$ cat src/hdl/i2cm_pkg.sv
`default_nettype none
package i2cm_pkg;

  // Commands carried by an input beat.
  localparam logic [2:0] CMD_NONE     = 3'd0;
  localparam logic [2:0] CMD_START    = 3'd1;
  localparam logic [2:0] CMD_STOP     = 3'd2;
  localparam logic [2:0] CMD_WRITE    = 3'd3;
  localparam logic [2:0] CMD_READ     = 3'd4;
  localparam logic [2:0] CMD_RELEASE  = 3'd5;
  localparam logic [2:0] CMD_BUS_FREE = 3'd6;

  // Configuration register indexes.
  localparam int unsigned CFG_IDX_W = 2;
  localparam logic [CFG_IDX_W-1:0] REG_DELAY   = 2'd0;
  localparam logic [CFG_IDX_W-1:0] REG_STRETCH = 2'd1;

  localparam logic [15:0] DELAY_RST   = 16'd6;
  localparam logic [15:0] STRETCH_RST = 16'd2000;

  // Sequence actions. A loop action carries its jump target in the upper nibble.
  localparam logic [3:0] OP_END     = 4'd0;
  localparam logic [3:0] OP_SDA_REL = 4'd1;
  localparam logic [3:0] OP_SDA_LOW = 4'd2;
  localparam logic [3:0] OP_SCL_LOW = 4'd3;
  localparam logic [3:0] OP_SCL_REL = 4'd4;
  localparam logic [3:0] OP_DLY     = 4'd5;
  localparam logic [3:0] OP_SDA_BIT = 4'd6;
  localparam logic [3:0] OP_SDA_ACK = 4'd7;
  localparam logic [3:0] OP_SMP_ACK = 4'd8;
  localparam logic [3:0] OP_SMP_BIT = 4'd9;
  localparam logic [3:0] OP_LOOP    = 4'd10;

  // What the sequencer is waiting on between ticks.
  localparam logic [1:0] WAIT_NONE    = 2'd0;
  localparam logic [1:0] WAIT_DELAY   = 2'd1;
  localparam logic [1:0] WAIT_STRETCH = 2'd2;

  // Largest number of actions that can run within one tick is five.
  localparam int unsigned EXEC_SLOTS = 6;

  localparam logic [7:0] PROG_START [16] = '{
    {4'd0, OP_SDA_REL}, {4'd0, OP_SCL_REL}, {4'd0, OP_DLY}, {4'd0, OP_SDA_LOW},
    {4'd0, OP_DLY}, {4'd0, OP_SCL_LOW}, {4'd0, OP_DLY}, {4'd0, OP_END},
    8'd0, 8'd0, 8'd0, 8'd0, 8'd0, 8'd0, 8'd0, 8'd0};

  localparam logic [7:0] PROG_STOP [16] = '{
    {4'd0, OP_SDA_LOW}, {4'd0, OP_DLY}, {4'd0, OP_SCL_REL}, {4'd0, OP_DLY},
    {4'd0, OP_SDA_REL}, {4'd0, OP_DLY}, {4'd0, OP_END}, 8'd0,
    8'd0, 8'd0, 8'd0, 8'd0, 8'd0, 8'd0, 8'd0, 8'd0};

  localparam logic [7:0] PROG_WRITE [16] = '{
    {4'd0, OP_SDA_BIT}, {4'd0, OP_DLY}, {4'd0, OP_SCL_REL}, {4'd0, OP_DLY},
    {4'd0, OP_SCL_LOW}, {4'd0, OP_LOOP}, {4'd0, OP_SDA_REL}, {4'd0, OP_DLY},
    {4'd0, OP_SCL_REL}, {4'd0, OP_DLY}, {4'd0, OP_SMP_ACK}, {4'd0, OP_SCL_LOW},
    {4'd0, OP_DLY}, {4'd0, OP_END}, 8'd0, 8'd0};

  localparam logic [7:0] PROG_READ [16] = '{
    {4'd0, OP_SDA_REL}, {4'd0, OP_DLY}, {4'd0, OP_SCL_REL}, {4'd0, OP_DLY},
    {4'd0, OP_SMP_BIT}, {4'd0, OP_SCL_LOW}, {4'd1, OP_LOOP}, {4'd0, OP_SDA_ACK},
    {4'd0, OP_DLY}, {4'd0, OP_SCL_REL}, {4'd0, OP_DLY}, {4'd0, OP_SCL_LOW},
    {4'd0, OP_SDA_REL}, {4'd0, OP_DLY}, {4'd0, OP_END}, 8'd0};

  localparam logic [7:0] PROG_RELEASE [16] = '{
    {4'd0, OP_SDA_LOW}, {4'd0, OP_SCL_LOW}, {4'd0, OP_END}, 8'd0,
    8'd0, 8'd0, 8'd0, 8'd0, 8'd0, 8'd0, 8'd0, 8'd0, 8'd0, 8'd0, 8'd0, 8'd0};

  localparam logic [7:0] PROG_BUS_FREE [16] = '{
    {4'd0, OP_SDA_REL}, {4'd0, OP_SCL_REL}, {4'd0, OP_END}, 8'd0,
    8'd0, 8'd0, 8'd0, 8'd0, 8'd0, 8'd0, 8'd0, 8'd0, 8'd0, 8'd0, 8'd0, 8'd0};

  typedef struct packed {
    logic [2:0] command;
    logic [7:0] tx_byte;
    logic       send_ack;
    logic       sda_in;
    logic       scl_in;
  } in_t;

  typedef struct packed {
    logic       scl_pull_low;
    logic       sda_pull_low;
    logic       busy_res;
    logic       done_res;
    logic [7:0] rx_byte;
    logic       ack_seen;
    logic       stretch_timeout;
  } out_t;

  typedef struct packed {
    logic [2:0]  active_op;
    logic [4:0]  seq_step;
    logic [3:0]  bit_cnt;
    logic [7:0]  shift;
    logic [15:0] dly_cnt;
    logic [15:0] str_cnt;
    logic        scl_drv;
    logic        sda_drv;
    logic        ack_flag;
    logic        to_flag;
    logic        ack_choice;
    logic [1:0]  wait_kind;
    logic [7:0]  rx_hold;
  } seq_state_t;

  function automatic logic [7:0] prog_code(input logic [2:0] op, input logic [3:0] step);
    logic [7:0] code;
    unique case (op)
      CMD_START:    code = PROG_START[step];
      CMD_STOP:     code = PROG_STOP[step];
      CMD_WRITE:    code = PROG_WRITE[step];
      CMD_READ:     code = PROG_READ[step];
      CMD_RELEASE:  code = PROG_RELEASE[step];
      CMD_BUS_FREE: code = PROG_BUS_FREE[step];
      default:      code = {4'd0, OP_END};
    endcase
    return code;
  endfunction

endpackage
`default_nettype wire

$ cat src/hdl/i2c_master_bit_engine.sv
// Each accepted input beat is held in the input register, and its result beat is then
// registered in the result register. Throughput: one tick per cycle unless a result
// is held back by out_ready; the whole tick is evaluated between the input register and
// the result register, and the input register holds one more beat while a result waits.
// Reset (synchronous, active low) releases both lines, idles the sequencer, clears
// all flags and the received byte, and restores delay_ticks 6 and stretch_limit 2000.
`default_nettype none
module i2c_master_bit_engine (
  input  wire logic                              clk,
  input  wire logic                              rst_n,
  input  wire logic                              in_valid,
  output logic                                   in_ready,
  input  wire i2cm_pkg::in_t                     in_data,
  output logic                                   out_valid,
  input  wire logic                              out_ready,
  output i2cm_pkg::out_t                         out_data,
  input  wire logic                              cfg_valid,
  output logic                                   cfg_ready,
  input  wire logic [i2cm_pkg::CFG_IDX_W-1:0]    cfg_index,
  input  wire logic [15:0]                       cfg_data
);
  import i2cm_pkg::*;

  logic        s1_valid_r;
  in_t         s1_item_r;
  logic        out_valid_r;
  out_t        out_data_r;
  seq_state_t  state_r;
  seq_state_t  state_nxt;
  logic        done_nxt;
  logic [15:0] delay_ticks_r;
  logic [15:0] stretch_limit_r;
  logic        adv;

  assign adv       = s1_valid_r && (!out_valid_r || out_ready);
  assign in_ready  = !s1_valid_r || adv;
  assign out_valid = out_valid_r;
  assign out_data  = out_data_r;
  assign cfg_ready = 1'b1;

  i2cm_exec u_exec (
    .st            (state_r),
    .item          (s1_item_r),
    .delay_ticks   (delay_ticks_r),
    .stretch_limit (stretch_limit_r),
    .st_nxt        (state_nxt),
    .done          (done_nxt)
  );

  always_ff @(posedge clk) begin
    if (!rst_n) begin
      s1_valid_r      <= 1'b0;
      out_valid_r     <= 1'b0;
      state_r         <= '0;
      delay_ticks_r   <= DELAY_RST;
      stretch_limit_r <= STRETCH_RST;
    end else begin
      if (in_valid && in_ready) begin
        s1_valid_r <= 1'b1;
      end else if (adv) begin
        s1_valid_r <= 1'b0;
      end
      if (adv) begin
        out_valid_r <= 1'b1;
        state_r     <= state_nxt;
      end else if (out_ready) begin
        out_valid_r <= 1'b0;
      end
      if (cfg_valid) begin
        if (cfg_index == REG_DELAY) begin
          delay_ticks_r <= cfg_data;
        end else if (cfg_index == REG_STRETCH) begin
          stretch_limit_r <= cfg_data;
        end
      end
    end
  end

  // Payload registers carry no reset.
  always_ff @(posedge clk) begin
    if (in_valid && in_ready) begin
      s1_item_r <= in_data;
    end
    if (adv) begin
      out_data_r.scl_pull_low    <= state_nxt.scl_drv;
      out_data_r.sda_pull_low    <= state_nxt.sda_drv;
      out_data_r.busy_res        <= (state_nxt.active_op != CMD_NONE);
      out_data_r.done_res        <= done_nxt;
      out_data_r.rx_byte         <= state_nxt.rx_hold;
      out_data_r.ack_seen        <= state_nxt.ack_flag;
      out_data_r.stretch_timeout <= state_nxt.to_flag;
    end
  end

endmodule
`default_nettype wire

$ cat src/hdl/i2cm_exec.sv
`default_nettype none
module i2cm_exec (
  input  wire i2cm_pkg::seq_state_t st,
  input  wire i2cm_pkg::in_t        item,
  input  wire logic [15:0]          delay_ticks,
  input  wire logic [15:0]          stretch_limit,
  output i2cm_pkg::seq_state_t      st_nxt,
  output logic                      done
);
  import i2cm_pkg::*;

  logic [15:0] dly_load;
  logic [15:0] str_lim;

  assign dly_load = (delay_ticks == 16'd0) ? 16'd1 : delay_ticks;
  assign str_lim  = (stretch_limit == 16'd0) ? 16'd1 : stretch_limit;

  always_comb begin
    seq_state_t s;
    logic       run;
    logic [7:0] code;
    logic [3:0] op;
    logic [2:0] bit_sel;
    logic [3:0] bc_inc;

    s    = st;
    run  = 1'b0;
    done = 1'b0;
    code = 8'd0;
    op   = OP_END;
    bit_sel = 3'd0;
    bc_inc  = 4'd0;

    // Tick-level bookkeeping: take a command, or advance the pending delay or clock-stretch wait.
    if (s.active_op == CMD_NONE) begin
      if (item.command != CMD_NONE && item.command <= CMD_BUS_FREE) begin
        s.active_op = item.command;
        s.seq_step  = 5'd0;
        s.bit_cnt   = 4'd0;
        s.to_flag   = 1'b0;
        s.wait_kind = WAIT_NONE;
        if (item.command == CMD_WRITE) begin
          s.shift = item.tx_byte;
        end
        if (item.command == CMD_READ) begin
          s.shift      = 8'd0;
          s.ack_choice = item.send_ack;
        end
        run = 1'b1;
      end
    end else if (s.wait_kind == WAIT_DELAY) begin
      s.dly_cnt = s.dly_cnt - 16'd1;
      if (s.dly_cnt == 16'd0) begin
        s.wait_kind = WAIT_NONE;
        run = 1'b1;
      end
    end else if (s.wait_kind == WAIT_STRETCH) begin
      if (item.scl_in) begin
        s.wait_kind = WAIT_NONE;
        run = 1'b1;
      end else begin
        s.str_cnt = s.str_cnt + 16'd1;
        if (s.str_cnt >= str_lim) begin
          s.to_flag   = 1'b1;
          s.wait_kind = WAIT_NONE;
          run = 1'b1;
        end
      end
    end else begin
      run = 1'b1;
    end

    // Zero-time actions chain within the tick until a wait or the end.
    for (int i = 0; i < EXEC_SLOTS; i++) begin
      if (run) begin
        code = prog_code(s.active_op, s.seq_step[3:0]);
        op   = code[3:0];
        s.seq_step = s.seq_step + 5'd1;
        unique case (op)
          OP_SDA_REL: s.sda_drv = 1'b0;
          OP_SDA_LOW: s.sda_drv = 1'b1;
          OP_SCL_LOW: s.scl_drv = 1'b1;
          OP_SDA_BIT: begin
            bit_sel   = 3'd7 - s.bit_cnt[2:0];
            s.sda_drv = ~s.shift[bit_sel];
          end
          OP_SDA_ACK: s.sda_drv = s.ack_choice;
          OP_SMP_ACK: s.ack_flag = ~item.sda_in;
          OP_SMP_BIT: s.shift = {s.shift[6:0], item.sda_in};
          OP_SCL_REL: begin
            s.scl_drv   = 1'b0;
            s.str_cnt   = 16'd0;
            s.wait_kind = WAIT_STRETCH;
            run = 1'b0;
          end
          OP_DLY: begin
            s.dly_cnt   = dly_load;
            s.wait_kind = WAIT_DELAY;
            run = 1'b0;
          end
          OP_LOOP: begin
            bc_inc    = s.bit_cnt + 4'd1;
            s.bit_cnt = bc_inc;
            if (!bc_inc[3]) begin
              s.seq_step = {1'b0, code[7:4]};
            end
          end
          default: begin
            if (s.active_op == CMD_READ) begin
              s.rx_hold = s.shift;
            end
            s.active_op = CMD_NONE;
            s.seq_step  = 5'd0;
            done = 1'b1;
            run  = 1'b0;
          end
        endcase
      end
    end

    st_nxt = s;
  end

endmodule
`default_nettype wire

$ cat config.mk
export PLATFORM = sky130hd
export DESIGN_NAME = i2c_master_bit_engine
export DESIGN_NICKNAME = d
export VERILOG_FILES = /design/src/hdl/i2cm_pkg.sv /design/src/hdl/i2c_master_bit_engine.sv /design/src/hdl/i2cm_exec.sv
export SDC_FILE = /design/constraint.sdc
export NUM_CORES = 1
export LEC_CHECK = 0
export BUFFER_PORTS_ARGS = -buffer_cell sky130_fd_sc_hd__buf_2
export CORE_ASPECT_RATIO = 0.8
export CORE_MARGIN = 2
export CORE_UTILIZATION = 60
export CTS_CLUSTER_SIZE = 40
export DETAILED_ROUTE_END_ITERATION = 10
export GPL_TIMING_DRIVEN = 0
export PLACE_DENSITY = 0.87
export SETUP_SLACK_MARGIN = 0.05
export SYNTH_ARGS = -nofsm -noshare
export SYNTH_HDL_FRONTEND = slang
export SYNTH_SLANG_ARGS = --single-unit
$ cat constraint.sdc
create_clock -name clk -period 24.1 [get_ports clk]
set_input_delay 3.615 -clock clk [delete_from_list [all_inputs] [get_ports clk]]
set_output_delay 3.615 -clock clk [all_outputs]
set_load 0.02 [all_outputs]
=== Word level (Yosys, flattened, before mapping) ===
Memory sizes are Yosys's and may differ from the RTL's.
Index checks and enable logic that the tools add are counted.

* Bitwise gates (word level): 14
* Add/subtract/negate cells: 20
* Magnitude comparators: 14
* Equal/unequal tests: 101
* Reduce and logical (&&, ||, !) cells: 35
* Muxes and demuxes: 244

{| class="wikitable"
|+ Operator list
! operator !! number
|-
| 8-bit two-way mux || 98
|-
| 55-bit two-way mux || 6
|-
| 16-bit two-way mux || 18
|-
| 8-bit one-hot mux with 6 select lines || 6
|-
| 4-bit by 3-bit equality test with 1-bit output (second input constant) || 24
|-
| 4-bit equality test (second input constant) || 18
|-
| 10-bit two-way mux || 6
|-
| 5-bit one-hot mux with 2 select lines || 6
|-
| 10-bit OR reduction || 6
|-
| 3-bit equality test (second input constant) || 19
|-
| 9-bit OR reduction || 6
|-
| 1-bit two-way mux || 52
|-
| 4-bit by 2-bit equality test with 1-bit output (second input constant) || 12
|-
| 16-bit zero test || 3
|-
| 20-bit two-way mux || 2
|-
| 8-bit OR reduction || 5
|-
| 3-bit by 2-bit equality test with 1-bit output (second input constant) || 13
|-
| 32-bit two-way mux || 1
|-
| 5-bit by 1-bit adder with 5-bit output (second input constant) || 6
|-
| 5-bit >= comparator (second input constant) || 6
|-
| 5-bit two-way mux || 6
|-
| 4-bit NOT with 5-bit output || 6
|-
| 4-bit two-way mux || 7
|-
| 4-bit by 1-bit adder with 4-bit output (second input constant) || 6
|-
| other kinds (26) || 90
|}

* Memories kept: 36
* ROM bits: 4608
* Register bits: 129
* Input port bits: 37

{| class="wikitable"
|+ Memory list
! memory !! words !! width !! rd ports !! clocked after memory_dff !! wr ports !! RTL line !! RTL
|-
| (name not given) || 16 || 8 || 1 || 0 || 0 || i2cm_pkg.sv:113 || <nowiki>CMD_RELEASE: code = PROG_RELEASE[step];</nowiki>
|-
| (name not given) || 16 || 8 || 1 || 0 || 0 || i2cm_pkg.sv:114 || <nowiki>CMD_BUS_FREE: code = PROG_BUS_FREE[step];</nowiki>
|-
| (name not given) || 16 || 8 || 1 || 0 || 0 || i2cm_pkg.sv:109 || <nowiki>CMD_START: code = PROG_START[step];</nowiki>
|-
| (name not given) || 16 || 8 || 1 || 0 || 0 || i2cm_pkg.sv:114 ||
|-
| (name not given) || 16 || 8 || 1 || 0 || 0 || i2cm_pkg.sv:110 || <nowiki>CMD_STOP: code = PROG_STOP[step];</nowiki>
|-
| (name not given) || 16 || 8 || 1 || 0 || 0 || i2cm_pkg.sv:111 || <nowiki>CMD_WRITE: code = PROG_WRITE[step];</nowiki>
|-
| +30 memories || - || - || - || - || - || - ||
|}

=== Longest topological paths before layout ===
Gate-level depths: netlist (run 1).

* Depth in word-level cells: 66
* Mapped depth: 76
* Mapped depth without buffers: 70

=== Modules after synthesis ===
Synthesis (run 1) repeated with hierarchy kept, for this count alone.

* Cells, all modules: 1995
* Area total of the unflattened synthesis: 15308.4 sq um

{| class="wikitable"
|+ Modules (own cells, without submodules)
! module !! times used !! cells each !! sequential area each (sq um) !! area each (sq um)
|-
| i2cm_exec || 1 || 1539 || 0.0 || 10586.4
|-
| i2c_master_bit_engine || 1 || 456 || 2862.7 || 4722.0
|}

=== Least setup slack after synthesis (run 1) ===
Ideal clock, no wire load.

* Path type: flip-flop to flip-flop
* From: register state_r[15] (netlist name)
* To: register out_data_r, in the netlist out_data[8], data pin
* Clock period less this slack: 14799 ps
* Stages on the path, launching flop included: 73
* Arrival: 14525 ps
* Path buffers: 6
* Path slack: 9301 ps
* Required time: 23827 ps
* Cells stage by stage: dfxtp_1 ha_1 and3_1 and3_1 and3_1 and3_1 and3_1 nand3_1 xnor2_1 ha_1 nand4_1 o41a_1 a21oi_1 a21oi_1 buf_2 a31oi_2 nor2_1 ha_1 [37 not listed] a211oi_1 a311oi_1 o22ai_1 o211ai_2 a2bb2oi_4 a21oi_2 inv_1 ha_1 a22o_1 a211oi_1 nand2_1 a221oi_4 and4_1 mux2i_2 or2_1 buf_2 buf_6 mux2i_1

{| class="wikitable"
|+ RTL lines
! element !! RTL line !! RTL
|-
| from (decl) || i2c_master_bit_engine.sv:28 || <nowiki>seq_state_t state_r;</nowiki>
|-
| from (signal assigned) || i2c_master_bit_engine.sv:65 || <nowiki>state_r <= state_nxt;</nowiki>
|-
| to (decl) || i2c_master_bit_engine.sv:27 || <nowiki>out_t out_data_r;</nowiki>
|}

=== Worst setup path in the final report (run 1) ===
* From: register state_r[15] (netlist name)
* To: register state_r[42] (netlist name)

* Longest elaborated chain between the ends: 57

{| class="wikitable"
|+ RTL lines
! element !! RTL line !! RTL
|-
| 16-bit by 1-bit adder with 16-bit output (*) || i2cm_exec.sv:62 || <nowiki>s.str_cnt = s.str_cnt + 16'd1;</nowiki>
|-
| 16-bit >= comparator (*) || i2cm_exec.sv:63 || <nowiki>if (s.str_cnt >= str_lim) begin</nowiki>
|-
| 1-bit two-way mux (*) || i2cm_exec.sv:63 ||
|-
| 1-bit two-way mux (*) || i2cm_exec.sv:58 || <nowiki>if (item.scl_in) begin</nowiki>
|-
| 1-bit two-way mux (*) || i2cm_exec.sv:57 || <nowiki>end else if (s.wait_kind == WAIT_STRETCH) begin</nowiki>
|-
| 1-bit two-way mux (*) || i2cm_exec.sv:51 || <nowiki>end else if (s.wait_kind == WAIT_DELAY) begin</nowiki>
|-
| 1-bit two-way mux (*) || i2cm_exec.sv:35 || <nowiki>if (s.active_op == CMD_NONE) begin</nowiki>
|-
| 55-bit two-way mux || i2cm_exec.sv:75 || <nowiki>if (run) begin</nowiki>
|-
| [40 not listed] || - ||
|-
| 4-bit NOT with 5-bit output (not written as such) || - ||
|-
| memory read 16 x 8 bit, or another cell as far along || - ||
|-
| 8-bit two-way mux (not written as such), or another cell as far along (2 in series) || i2cm_pkg.sv:114 ||
|-
| 8-bit one-hot mux with 6 select lines || i2cm_pkg.sv:108 || <nowiki>unique case (op)</nowiki>
|-
| 8-bit two-way mux || i2cm_exec.sv:75 ||
|-
| 4-bit by 3-bit equality test with 1-bit output || i2cm_exec.sv:79 || <nowiki>unique case (op)</nowiki>
|-
| 16-bit two-way mux || i2cm_exec.sv:79 ||
|-
| 55-bit two-way mux (*) || i2cm_exec.sv:75 ||
|}

Every way passes the cells marked *; elsewhere a longest branch is shown, timed or not. The select of a mux whose other input is x is not followed.
A chain may end at the register's enable or synchronous reset.

==> results.toml, run 1 <==
[clock_network]
clk_latency_ns = 0.43
cts_buffers = 17
cts_hold_buf = 0
htree_levels = 4
cts-resized-gates = 0
cts_root_buffer = "clkbuf_16"
cts_tree = "built"
numClockSinks = 128
clk_pin_slew_ns = 0.06
cts_setup_buffers = 0
cts.path.max_buffers = 2

[logic_synthesis]
netlist_area_um2 = 14400
ys_async_sr_fraction = 0
ys_seq_elements = 128
ys_warn_count = 0
syn_inst = 1895
ys_types = 125
ys_seq_area_frac = 0.198
synth.avg_cell_area_um2 = 7.58
synth_ff_type = "dfxtp_1"
syn-num-nets = 2000
synth-edff-count = 28

[worst_hold_path]
hold_depth = 2
min_path_type = "reg -> reg"
worst_hold_path.endpoint = "state_r[11]$_SDFFE_PN0P_"
hold_start = "state_r[11]$_SDFFE_PN0P_"

[timing]
setup_violations = 0
setup_tns_ns = 0
grt_setup_unrepaired = "no"
finalHoldViolCount = 0
fmax_ghz = 0.0521
period_share = 0.796
min_period_ns = 19.18
clock-skew-final_ns = 0.0104
relSlewSlack = 0.226
drv_slew = 0
tightest_slew_ns = 1.15
worst_slack_ns = 4.92

[setup_path]
cp_slowest_stage_delay_ns = 0.83
slowest_stage = "a31oi_1"
required_ns = 24.44
setup.worst_path.end_class = "flop"
crit_type = "reg -> reg"
ff2ff_setup_slack_ns = 4.92
crit_path_max_fanout = 11
timing.rr.start = "state_r[15]$_SDFFE_PN0P_"
crit_path_start = "state_r[15]$_SDFFE_PN0P_"
r2r_cells = 69
critPathArrivalTime_ns = 19.52
crit_path_start_kind = "flop"
worstReg2RegEnd = "state_r[42]$_SDFFE_PN0P_"

[floorplanning]
die_h_um = 142
coreArea_um2 = 23500
rows = 50
dieArea_um2 = 25200
num_io_pins = 54
start_util = 0.612
die_x_um = 177

[global_routing]
grt_antenna_before_repair = 0
grt_overflow = 0
grt_pass1_wl_um = 80700
grt_pass1_vias = 15000
grt_usage = 0.399
grt_max_degree = 24

[pwr]
power_frac_clock = 0.194
power_mw = 1.24
pwr-share-comb = 0.611
p_sw_mw = 0.643
ir_worst_vdd_mv = 0.0728
seq_power_share = 0.195
p_per_area_nw_per_um2 = 79.9
intPower_mw = 0.600
power.leakage_nw = 5.83
switching_share = 0.517

[detailed_routing]
vias_per_cell = 7.26
drt-initial-drc-count = 3019
vias = 16600
dr.pass1.iters = 7
wl_per_cell_um = 22.5
post-route-drc-count = 0
antenna_left = 0
wirelength_um = 51600

[layout]
diodes = 0
final_util = 0.664
syn2layout_area_growth_pct = 8.34
nNetsFinal = 2070
layout_common_cells = "nand2_1 (222), nor2_1 (156), a21oi_1 (138), nand3_1 (105), dfxtp_1 (100)"
mostFrequentLayoutCell = "nand2_1"
area.sequential_um2 = 2840
final_layout_size_suffix_gt1_frac = 0.118
fill_cells = 2030
final_cells = 2290
multiInputGateArea_um2 = 10800

[placed_design]
dp_hpwl_um = 39200
place_ws_ns = 5.96
placed_cells = 2258
gp_congestion = 1.00
portBuffers = 51

[status]
status = "completed"

[flow_run]
drv_cap = 0
-- final cells by class --
class                           count  area share
Timing Repair Buffer               51      0.0164
Clock inverter                     14     0.00699
Buffer                             99      0.0283
Inverter                           77      0.0187
Sequential cell                   128       0.183
Multi-Input combinational cell   1591       0.694
Tap cell                          312      0.0251
Clock buffer                       18      0.0276
-- how the worst max path moves through the flow --
stage          slack (ns)                       end
2_1_floorplan        9.30     out_data[8]$_DFFE_PP_
3_3_place_gp         6.15  state_r[34]$_SDFFE_PN0P_
3_5_place_dp         5.96     out_data[5]$_DFFE_PP_
4_1_cts              5.79  state_r[42]$_SDFFE_PN0P_
5_1_grt              4.24  state_r[37]$_SDFFE_PN0P_
6_report             4.92  state_r[42]$_SDFFE_PN0P_
-- cells by family (layout without fill, tap and decap cells) --
kind of cell | after synthesis | count (layout) | synth area share
XOR/XNOR | 45 | 45 | 0.0274
AND/OR/NAND/NOR | 757 | 757 | 0.268
flip-flops | 128 | 128 | 0.198
multiplexers | 97 | 97 | 0.0738
adder cells (fa/ha/maj) | 68 | 68 | 0.0592
other | 1 | 1 | 0.000261
AO/OA/AOI/OAI | 623 | 623 | 0.322
buffers and inverters | 176 | 259 | 0.0509
-- worst max-delay path, delay by kind of cell (launching register included) --
kind	cells	cell delay [ns]
simple gates	21	5.48
buf+inv	8	1.88
flops	1	0.43
fa+ha+maj	6	2.03
compound gates	33	9.05
xor+xnor	1	0.17
-- flip-flops by register name (all words and copies together), names as in the netlist --
| signal | flops |
|---|---|
| state_r | 66 |
| s1_valid_r | 1 |
| delay_ticks_r | 16 |
| out_valid | 1 |
| out_data | 14 |
| s1_item_r | 14 |
| stretch_limit_r | 16 |
-- power groups by stage --
stage	registers [mW]	clock network, mW	logic (mW)
after global placement	0.245	0	0.706
after CTS	0.241	0.238	0.725
after floorplan	0.245	0	0.532
final	0.242	0.241	0.760
after global routing	0.243	0.247	0.807
after detailed placement	0.246	0	0.718
-- layer usage --
layer,GRT usage,share of wire,vias to the layer above,wire length (um)
li1,-,-,7393,-
met1,0.558,0.41,7689,20900
met2,0.588,0.41,1348,21200
met3,0.114,0.15,190,7780
met4,0.126,0.032,0,1630
met5,0,0,-,0
-- metrics by stage --
stage / area [um2] / hold slack (ns)
3_3_place_gp: 15000 / 0.447
5_1_grt: 15600 / 0.490
2_1_floorplan: 14400 / 0.436
6_report: 15600 / 0.458
3_5_place_dp: 15000 / 0.457
4_1_cts: 15600 / 0.464
-- synth_stat cells, types with 32 or more instances --
master,n,area share
a211oi_1,57,0.030
a21oi_1,139,0.048
a31oi_1,46,0.020
and3_1,32,0.014
clkbuf_1,62,0.016
dfxtp_1,100,0.14
ha_1,68,0.059
inv_1,68,0.018
mux2i_1,72,0.050
nand2_1,222,0.058
nand3_1,105,0.037
nor2_1,156,0.041
nor3_1,52,0.018
o21ai_0,64,0.022
Power figures use the tool's default switching activity.
==> run 2: changes to the inputs <==
Settings changed: ABC_AREA from default to 1, CORE_UTILIZATION 60 to 58.
Clock period 24.1 ns to 16.8 ns, I/O delays scaled along.
==> run 2 against run 1 <==
First-iteration DRC count shrank 30%. Hold slack gained 0.011 ns. Critical endpoint is now out_data[9]$_DFFE_PP_. Worst setup slack worse by 3.5 ns. Sequential power grew 42%. Maximum frequency rose by 25%. The run now ends with max-capacitance violations, max-slew violations left.
==> results.toml, run 2 <==
[status]
status = "complete, but fails checks"
violations = "max-capacitance violations, max-slew violations"

[layout]
largest-register = "state_r"
biggestRegsByFlops = "state_r x66, delay_ticks_r x16, stretch_limit_r x16"
diodes = 0
largest_register_ffs = 66
syn2layout_area_growth_pct = 8.70
layout_common_cells = "nand2_1 (633), inv_1 (284), nand3_1 (219), o21ai_0 (203), nor2_1 (202)"
mostFrequentLayoutCell = "nand2_1"
final_layout_size_suffix_gt1_frac = 0.120
final_cell_area_um2 = 15500
final_util = 0.640
nNetsFinal = 2566

[timing]
min_period_ns = 15.39
setup_tns_ns = 0
setup_violations = 0
relSlewSlack = -0.0494
period_share = 0.916
tightest_slew_ns = 1.56
drv_slew = 5
finalHoldViolCount = 0
fmax_ghz = 0.0650
grt_setup_unrepaired = "no"
clock-skew-final_ns = 0.0125

[pwr]
power_mw = 1.54
p_per_area_nw_per_um2 = 98.9
ir_worst_vdd_mv = 0.0790
power.leakage_nw = 7.75

[clock_network]
clk_latency_ns = 0.44
clk_pin_slew_ns = 0.06
cts_root_buffer = "clkbuf_16"
cts_hold_buf = 0
cts_buffers = 17
cts_tree = "built"
numClockSinks = 128
cts_setup_buffers = 0
htree_levels = 4
cts.path.max_buffers = 2

[setup_path]
required_ns = 16.98
setup.worst_path.end_class = "flop"
crit_path_max_fanout = 10
crit_top_cell = "nand2_1"
cp_slowest_stage_delay_ns = 0.40
slowest_stage = "dfxtp_1"
crit_type = "reg -> reg"
critPathBufInv = 18
path_delay_family = "simple AND/OR/NAND/NOR gates"
critPathArrivalTime_ns = 15.57
crit_path_start_kind = "flop"

[placed_design]
place_area_um2 = 14900
gp_congestion = 1.01
portBuffers = 51
dp_hpwl_um = 38200

[detailed_routing]
drt-initial-drc-count = 2116
wirelength_um = 49200
dr.pass1.iters = 8
post-route-drc-count = 0
wl_per_cell_um = 17.6
vias = 16700
antenna_left = 0
vias_per_cell = 5.99

[floorplanning]
die_x_um = 179
rows = 51
dieArea_um2 = 25900
start_util = 0.589
die_h_um = 144
num_io_pins = 54
coreArea_um2 = 24200

[worst_hold_path]
min_path_type = "reg -> reg"

[logic_synthesis]
ys_seq_area_frac = 0.199
netlist.top_cell.by_area = "nand2_1"
ys_warn_count = 0
ys_top_cells_by_count = "nand2_1 (634), inv_1 (284), nand3_1 (219), o21ai_0 (203), nor2_1 (202)"
ys_seq_elements = 128
synth_ff_type = "dfxtp_1"
synth.area.top_cells = "nand2_1 (17%), dfxtp_1 (14%), nand3_1 (7.7%)"
netlist_area_um2 = 14300
syn-num-nets = 2496
synth-edff-count = 28
synth_most_common_cell = "nand2_1"
yosysTopAreaCellShare = 0.167
synth.avg_cell_area_um2 = 5.97
ys_types = 68
ys_async_sr_fraction = 0
syn_inst = 2391

[global_routing]
use_met2 = 0.554
grt_pass1_wl_um = 76400
grt_pass1_vias = 14600
busiest_layer = "met2"
grt_usage = 0.366
met3_usage = 0.0806
use_met1 = 0.522
grt_max_degree = 24
grt_overflow = 0
grt_antenna_before_repair = 0

[flow_run]
drv_cap = 1
run 2: cell count changes after synthesis, sizes merged, moves of 34 or more:
cell,change
nand3,+131
nor2,+84
a211oi,-50
nand2,+454
o21ai,+150
mux2i,-68
clkbuf,-34
a31oi,-39
inv,+253
run 2: area by class of cell:
| cell class | instances | area, um2 |
|---|---|---|
| Sequential cell | 128 | 2840 |
| Fill cell | 2295 | 8720 |
| Clock buffer | 20 | 468 |
| Inverter | 338 | 1270 |
| Clock inverter | 12 | 97.6 |
| Tap cell | 318 | 398 |
| Timing Repair Buffer | 51 | 255 |
| Buffer | 65 | 415 |
| Multi-Input combinational cell | 1860 | 9780 |
run 2: worst paths after layout:
kind         depth (start not counted)                        to  slack [ns]                     start
max                                105     out_data[9]$_DFFE_PP_        1.41  state_r[15]$_SDFFE_PN0P_
min                                  2  state_r[49]$_SDFFE_PN0P_        0.47  state_r[49]$_SDFFE_PN0P_
max reg2reg                        105     out_data[9]$_DFFE_PP_        1.41  state_r[15]$_SDFFE_PN0P_
min reg2reg                          2  state_r[49]$_SDFFE_PN0P_        0.47  state_r[49]$_SDFFE_PN0P_
run 2: worst reg2reg max path: cells and delay by family, from the launching register on:
kind	cells	cell delay [ns]
compound gates	4	0.89
xor+xnor	1	0.15
fa+ha+maj	6	1.56
buf+inv	18	1.65
flops	1	0.40
simple gates	76	10.50
run 2: kinds of logic (layout without fill, tap and decap cells):
group	count (synthesis)	after routing	share of synthesized area
other	1	1	0.000262
adders and majority gates	68	68	0.0596
DFF	128	128	0.199
and+or+nand+nor	1257	1257	0.404
AOI/OAI and AO/OA	492	492	0.192
xor gates and xnor gates	36	36	0.0226
buffers and inverters	403	486	0.118
muxes	6	6	0.00429
run 2: what timing repair did:
item	4_1_cts	5_1_grt
endpoints found under the hold margin	0	0
setup endpoints to repair	0	77
resized for setup	0	5
run 2: metal layers:
| metal | vias up | share of wire |
|---|---|---|
| met3 | 122 | 0.12 |
| met5 | - | 0 |
| met1 | 7571 | 0.44 |
| li1 | 8039 | - |
| met4 | 0 | 0.025 |
| met2 | 1003 | 0.42 |
run 2: report_power, final:
part / internal, mW / total (mW) / switching (mW)
combinational: 0.242 / 0.833 / 0.591
clock: 0.204 / 0.359 / 0.155
sequential: 0.334 / 0.344 / 0.0106
run 2: through the flow:
stage	hold WS, ns	std cells	worst slack, ns
final	0.469	2792	1.41
after global routing	0.484	2792	0.121
after CTS	0.466	2792	1.43
after detailed placement	0.456	2760	1.55
after global placement	0.453	2760	1.91
after floorplan	0.443	2391	4.60
